--- config.mk ---
export PLATFORM = sky130hd
export DESIGN_NAME = brmt_cell
export DESIGN_NICKNAME = d
export VERILOG_FILES = /design/src/rtl/breakpoint_range_match_table_unit_macros.svh /design/src/rtl/brmt_pkg.sv /design/src/rtl/brmt_cell.sv
export SDC_FILE = /design/constraint.sdc
export NUM_CORES = 1
export LEC_CHECK = 0
export ABC_AREA = 1
export BUFFER_PORTS_ARGS = -buffer_cell sky130_fd_sc_hd__buf_2
export CORE_ASPECT_RATIO = 0.8
export CORE_MARGIN = 2
export CORE_UTILIZATION = 56
export CTS_CLUSTER_SIZE = 8
export DETAILED_ROUTE_END_ITERATION = 12
export HOLD_SLACK_MARGIN = 0.06
export PLACE_DENSITY = 0.95
export SLEW_MARGIN = 20
export SYNTH_ARGS = -nofsm -noshare
export SYNTH_HDL_FRONTEND = slang
export SYNTH_SLANG_ARGS = --single-unit
--- constraint.sdc ---
create_clock -name clk -period 7.1 [get_ports clk]
set_input_delay 0.355 -clock clk [delete_from_list [all_inputs] [get_ports clk]]
set_output_delay 0.355 -clock clk [all_outputs]
set_load 0.05 [all_outputs]
--- src/rtl/breakpoint_range_match_table_unit_macros.svh ---
// assertion macros for the breakpoint table; all sample on clk and idle in reset
`ifndef BREAKPOINT_RANGE_MATCH_TABLE_UNIT_MACROS_SVH
`define BREAKPOINT_RANGE_MATCH_TABLE_UNIT_MACROS_SVH

// same-cycle implication
`define BRMT_ASSERT_IMP(name, pre, post, msg) \
    name: assert property (@(posedge clk) disable iff (!rst_n) (pre) |-> (post)) \
        else $error(msg);

// next-cycle implication
`define BRMT_ASSERT_NXT(name, pre, post, msg) \
    name: assert property (@(posedge clk) disable iff (!rst_n) (pre) |=> (post)) \
        else $error(msg);

// plain invariant
`define BRMT_ASSERT_ALW(name, expr, msg) \
    name: assert property (@(posedge clk) disable iff (!rst_n) (expr)) \
        else $error(msg);

`endif

--- src/rtl/brmt_pkg.sv ---
`timescale 1ns / 1ps

package brmt_pkg;

    localparam int MAX_ENTRIES = 256;
    localparam int IDX_W = (MAX_ENTRIES > 1) ? $clog2(MAX_ENTRIES) : 1;
    localparam int CNT_W = $clog2(MAX_ENTRIES + 1);

    localparam logic [5:0] TYPE_EXEC = 6'h01;
    localparam int TYPE_ROM_BIT = 4;

    typedef enum logic [1:0] {
        REQ_CHECK     = 2'd0,
        REQ_SET       = 2'd1,
        REQ_CLEAR     = 2'd2,
        REQ_CLEAR_ALL = 2'd3
    } req_t;

    typedef enum logic [1:0] {
        ST_OK        = 2'd0,
        ST_FULL      = 2'd1,
        ST_NOT_FOUND = 2'd2
    } status_t;

    // request token walking down the cell chain
    typedef struct packed {
        logic             valid;
        req_t             req;
        logic [31:0]      addr;
        logic [7:0]       len;
        logic [5:0]       tmask;
        logic [31:0]      rom_addr;
        logic             rom_test;
        logic [CNT_W-1:0] count;
        logic             flag;
    } tok_t;

    // a in [base, base + len), end formed in 33 bits
    function automatic logic in_window(input logic [31:0] a, input logic [31:0] base,
                                       input logic [7:0] len);
        logic [32:0] win_end;
        win_end = {1'b0, base} + {25'b0, len};
        return (a >= base) && ({1'b0, a} < win_end);
    endfunction

endpackage

--- src/rtl/brmt_cell.sv ---
`timescale 1ns / 1ps

module brmt_cell (
    input  logic                      clk,
    input  logic                      rst_n,
    input  logic [brmt_pkg::IDX_W-1:0] idx,
    input  brmt_pkg::tok_t            tok_in,
    output brmt_pkg::tok_t            tok_out,
    input  logic [31:0]               nb_addr,
    input  logic [5:0]                nb_type,
    output logic [31:0]               e_addr,
    output logic [5:0]                e_type
);
    import brmt_pkg::*;

    logic [31:0]      e_addr_reg;
    logic [5:0]       e_type_reg;
    logic             tok_valid_reg;
    tok_t             tok_data_reg;
    tok_t             tok_next;
    logic [CNT_W-1:0] idx_ext;
    logic             occupied;
    logic             pair_eq;
    logic             hit_here;
    logic             flag_next;
    logic             write_new;
    logic             shift;

    always_comb
    begin
        idx_ext  = CNT_W'(idx);
        occupied = idx_ext < tok_in.count;
        pair_eq  = occupied && (e_addr_reg == tok_in.addr) && (e_type_reg == tok_in.tmask);
        hit_here = occupied &&
                   (((|(e_type_reg & tok_in.tmask)) &&
                     in_window(e_addr_reg, tok_in.addr, tok_in.len)) ||
                    (tok_in.rom_test && e_type_reg[TYPE_ROM_BIT] &&
                     in_window(e_addr_reg, tok_in.rom_addr, tok_in.len)));
        flag_next = tok_in.flag;
        case (tok_in.req)
            REQ_CHECK:            flag_next = tok_in.flag | hit_here;
            REQ_SET, REQ_CLEAR:   flag_next = tok_in.flag | pair_eq;
            default:              flag_next = tok_in.flag;
        endcase
        tok_next      = tok_in;
        tok_next.flag = flag_next;
        // append lands in the first free slot when no earlier duplicate was seen
        write_new = tok_in.valid && (tok_in.req == REQ_SET) && !tok_in.flag &&
                    (idx_ext == tok_in.count);
        // from the matching slot on, every slot pulls from its upper neighbor
        shift = tok_in.valid && (tok_in.req == REQ_CLEAR) && flag_next;
    end

    always_ff @(posedge clk)
    begin
        if (write_new)
        begin
            e_addr_reg <= tok_in.addr;
            e_type_reg <= tok_in.tmask;
        end
        else if (shift)
        begin
            e_addr_reg <= nb_addr;
            e_type_reg <= nb_type;
        end
    end

    always_ff @(posedge clk or negedge rst_n)
    begin
        if (!rst_n)
        begin
            tok_valid_reg <= 1'b0;
        end
        else
        begin
            tok_valid_reg <= tok_in.valid;
        end
    end

    always_ff @(posedge clk)
    begin
        tok_data_reg <= tok_next;
    end

    always_comb
    begin
        tok_out       = tok_data_reg;
        tok_out.valid = tok_valid_reg;
    end

    assign e_addr = e_addr_reg;
    assign e_type = e_type_reg;

endmodule

==> out/metrics.yaml <==
status:
  status: "finished clean"
yosys:
  ys_ff_latch: 130
  syn_area_mm2: 0.00859
  synth.most_common_cell: "nand2_1"
  ys_seq_area_share_pct: 34.8
  async_flop_share_pct: 0.769
  synth_area_leaders: "ha_1 (23%), dfxtp_1 (21%), edfxtp_1 (13%)"
  yosys.area.top_type: "ha_1"
  yosysWarnings: 0
  synth.avg_cell_area_um2: 8.41
  synth_cell_types: 44
  synth_edf_count: 38
  synth_nets: 1322
  synthCells: 1021
  synth_ff_type: "dfxtp_1"
  synth_top_area_share_pct: 23.2
  ys_top_cells_by_count: "nand2_1 (223), ha_1 (159), inv_1 (134)"
worst_setup_path:
  arrival_ns: 5.16
  cp_max_fo: 38
  end_kind: "flip-flop"
  worstPathRequired_ns: 7.14
  critPathKind: "in2reg"
  start_kind: "input pin"
die:
  rows: 40
  io_pins: 270
  core_area_mm2: 0.0150
  die_h_um: 115
  fp.dieW_um: 142
  die_area_mm2: 0.0163
  initial_core_util_pct: 57.2
power_and_ir_drop:
  p_total_w: 0.00226
  p_leak_nw: 5.83
  vdd_drop_max_v: 0.000272
  pwr_density_cell_mw_per_mm2: 205
finish:
  regArea_mm2: 0.00299
  final_cells: 1527
  multi_input_area_mm2: 0.00506
  largest_register_ffs: 91
  area_delta_synth_final_pct: 28.1
  postLayoutCellArea_mm2: 0.0110
  layout.nets: 1624
  drive_above_1_share_pct: 24.9
  fillCellCount: 1087
sta:
  rsz0062_at_grt: "false"
  period_share_pct: 72.1
  worst_pin_slew_ns: 0.970
  fin_tns_setup_ns: 0
  fmax_mhz: 195
  relSlewSlack_pct: 35.1
  min_period_ns: 5.12
  fin_ws_ns: 1.98
  finalMaxSlewViolations: 0
  fin_skew_ns: 0.0116
  hold_violations: 0
  finalSetupViolations: 0
clock_network:
  cts.clk_slew.worst_paths_ns: 0.06
  cts_tree: "built"
  ctsResizeCount: 0
  numCtsBuffers: 17
  post_cts_buffers: 0
  worstSkewPairLatency_ns: 0.42
  htreeDepth: 4
  root_buffer: "clkbuf_16"
  clk_path_buf_depth: 2
  clock-sinks: 130
grt:
  grt_pass1_vias: 8098
  grt_pass1_wl_um: 38700
  grt_antenna_before_repair: 2
  grtUsageTotal_pct: 30.6
  grt-ovfl-total: 0
  grt_max_degree: 70
route:
  antenna_left: 0
  first_pass_iters: 5
  routed_wl_um: 25100
  via_count: 8320
  drc: 0
  drt-initial-drc-count: 548
  via_per_inst: 5.45
  wl_per_cell_um: 16.5
placement:
  hpwl_um: 19800
  place_area_mm2: 0.0101
  numPortBuffers: 269
  post-place-ws_ns: 2.25
  gp_congestion: 0.950
  placed_cells: 1471
worst_hold_path:
  min_path_type: "in2reg"
run:
  cap_violations: 0
## final timing paths
| path | cells after the start | to | slack [ns] | start |
|---|---|---|---|---|
| worst max-delay path | 28 | e_addr[5]$_DFFE_PP_ | 1.98 | tok_in[49] |
| worst min-delay path | 1 | tok_out[77]$_DFF_P_ | 0.08 | tok_in[77] |
| worst max register to register | 12 | e_addr[5]$_DFFE_PP_ | 3.59 | e_addr[31]$_DFFE_PP_ |
| worst min register to register | 6 | tok_out[0]$_DFF_P_ | 0.82 | e_type[5]$_DFFE_PP_ |
| max in group asynchronous | 2 | tok_valid_reg$_DFF_PN0_ | 6.78 | rst_n |
| min in group asynchronous | 2 | tok_valid_reg$_DFF_PN0_ | 0.23 | rst_n |
## layer usage
layer,track usage [%],vias up,part of all wire (%)
met5,0,-,0
met4,13.4,0,3.5
met3,9.08,85,9.6
met2,51.6,427,46
met1,36.7,3774,41
li1,-,4034,-
## kinds of logic (layout without fill, tap and decap cells)
logic type	count (synthesis)	in the layout	synth area share, %
AOI/OAI and AO/OA	137	137	8.96
and+or+nand+nor	386	386	19.6
other	0	2	0
buffers and inverters	143	458	6.31
DFF	130	130	34.8
adders and majority gates	161	161	23.6
muxes	7	7	0.918
xor gates and xnor gates	57	57	5.81
## power by group
part	internal, W	total (W)	switching [W]
registers	0.000798	0.000813	0.0000153
logic	0.000167	0.000498	0.000331
clock network	0.000608	0.000945	0.000337
total	0.00157	0.00226	0.000683
## cell type report
| cell class | instances | share of cell area, % |
|---|---|---|
| Multi-Input combinational cell | 748 | 46.0 |
| Sequential cell | 130 | 27.2 |
| Timing Repair Buffer | 292 | 14.3 |
| Inverter | 134 | 4.57 |
| Clock buffer | 19 | 4.13 |
| Tap cell | 189 | 2.15 |
| Clock inverter | 13 | 1.65 |
| Antenna cell | 2 | 0.0455 |
## cell usage in the layout, fill, tap and decap left out, types with 2 or more instances in the layout
| cell type | Yosys | routed |
|---|---|---|
| a211oi_1 | 3 | 3 |
| a21o_1 | 4 | 4 |
| a21oi_1 | 63 | 63 |
| a21oi_4 | 2 | 2 |
| a31oi_1 | 2 | 2 |
| buf_2 | 1 | 269 |
| bufinv_16 | 0 | 4 |
| clkbuf_16 | 0 | 18 |
| clkinv_2 | 0 | 3 |
| clkinv_4 | 0 | 2 |
| dfxtp_1 | 91 | 91 |
| diode_2 | 0 | 2 |
| dlygate4sd3_1 | 0 | 22 |
| edfxtp_1 | 38 | 38 |
| fa_1 | 2 | 2 |
| ha_1 | 159 | 159 |
| inv_1 | 134 | 134 |
| inv_6 | 0 | 2 |
| mux2_2 | 7 | 7 |
| nand2_1 | 223 | 222 |
| nand2_2 | 4 | 5 |
| nand2_4 | 2 | 2 |
| nand3_1 | 31 | 31 |
| nand4_1 | 21 | 21 |
| nor2_1 | 65 | 65 |
| nor3_1 | 22 | 22 |
| nor3_2 | 4 | 4 |
| nor4_1 | 5 | 5 |
| nor4_2 | 2 | 2 |
| o21a_1 | 2 | 2 |
| o21ai_0 | 49 | 49 |
| o21ai_2 | 3 | 3 |
| o21bai_1 | 3 | 3 |
| xnor2_1 | 6 | 6 |
| xor2_1 | 51 | 51 |
## stage by stage
step / hold slack, ns / utilization [%]
after floorplan: 0.0594 / -
after global placement: 0.131 / 67.6
after detailed placement: 0.131 / 67.6
after CTS: 0.0605 / 73.0
after global routing: 0.0624 / 73.3
final: 0.0764 / 73.3
## critical path: stages
cell and delay, ns:
dlygate4sd3_1 0.56, buf_2 0.14, ha_1 0.21, fa_1 0.24, a21oi_1 0.13, o21ai_2 0.22
nand2_1 0.12, nand2_1 0.14, nand3_1 0.16, nor3_2 0.34, nand2_1 0.16, xor2_1 0.18
ha_1 0.32, a21oi_1 0.18, o21ai_0 0.12, nor2_1 0.11, nand2_1 0.06, nand2_1 0.05
nand2_1 0.06, nand2_1 0.07, nand3_1 0.12, nand2_1 0.11, nand2_1 0.05, nand2_1 0.05
nand2_1 0.04, nand2_1 0.06, nand2_1 0.06, nand2_2 0.70
## what timing repair did
item | in CTS | in global routing
hold buffers | 18 | 4
setup endpoints to repair | 0 | 0
endpoints found under the hold margin | 18 | 4
No activity file was read; power rests on OpenSTA's default activity.
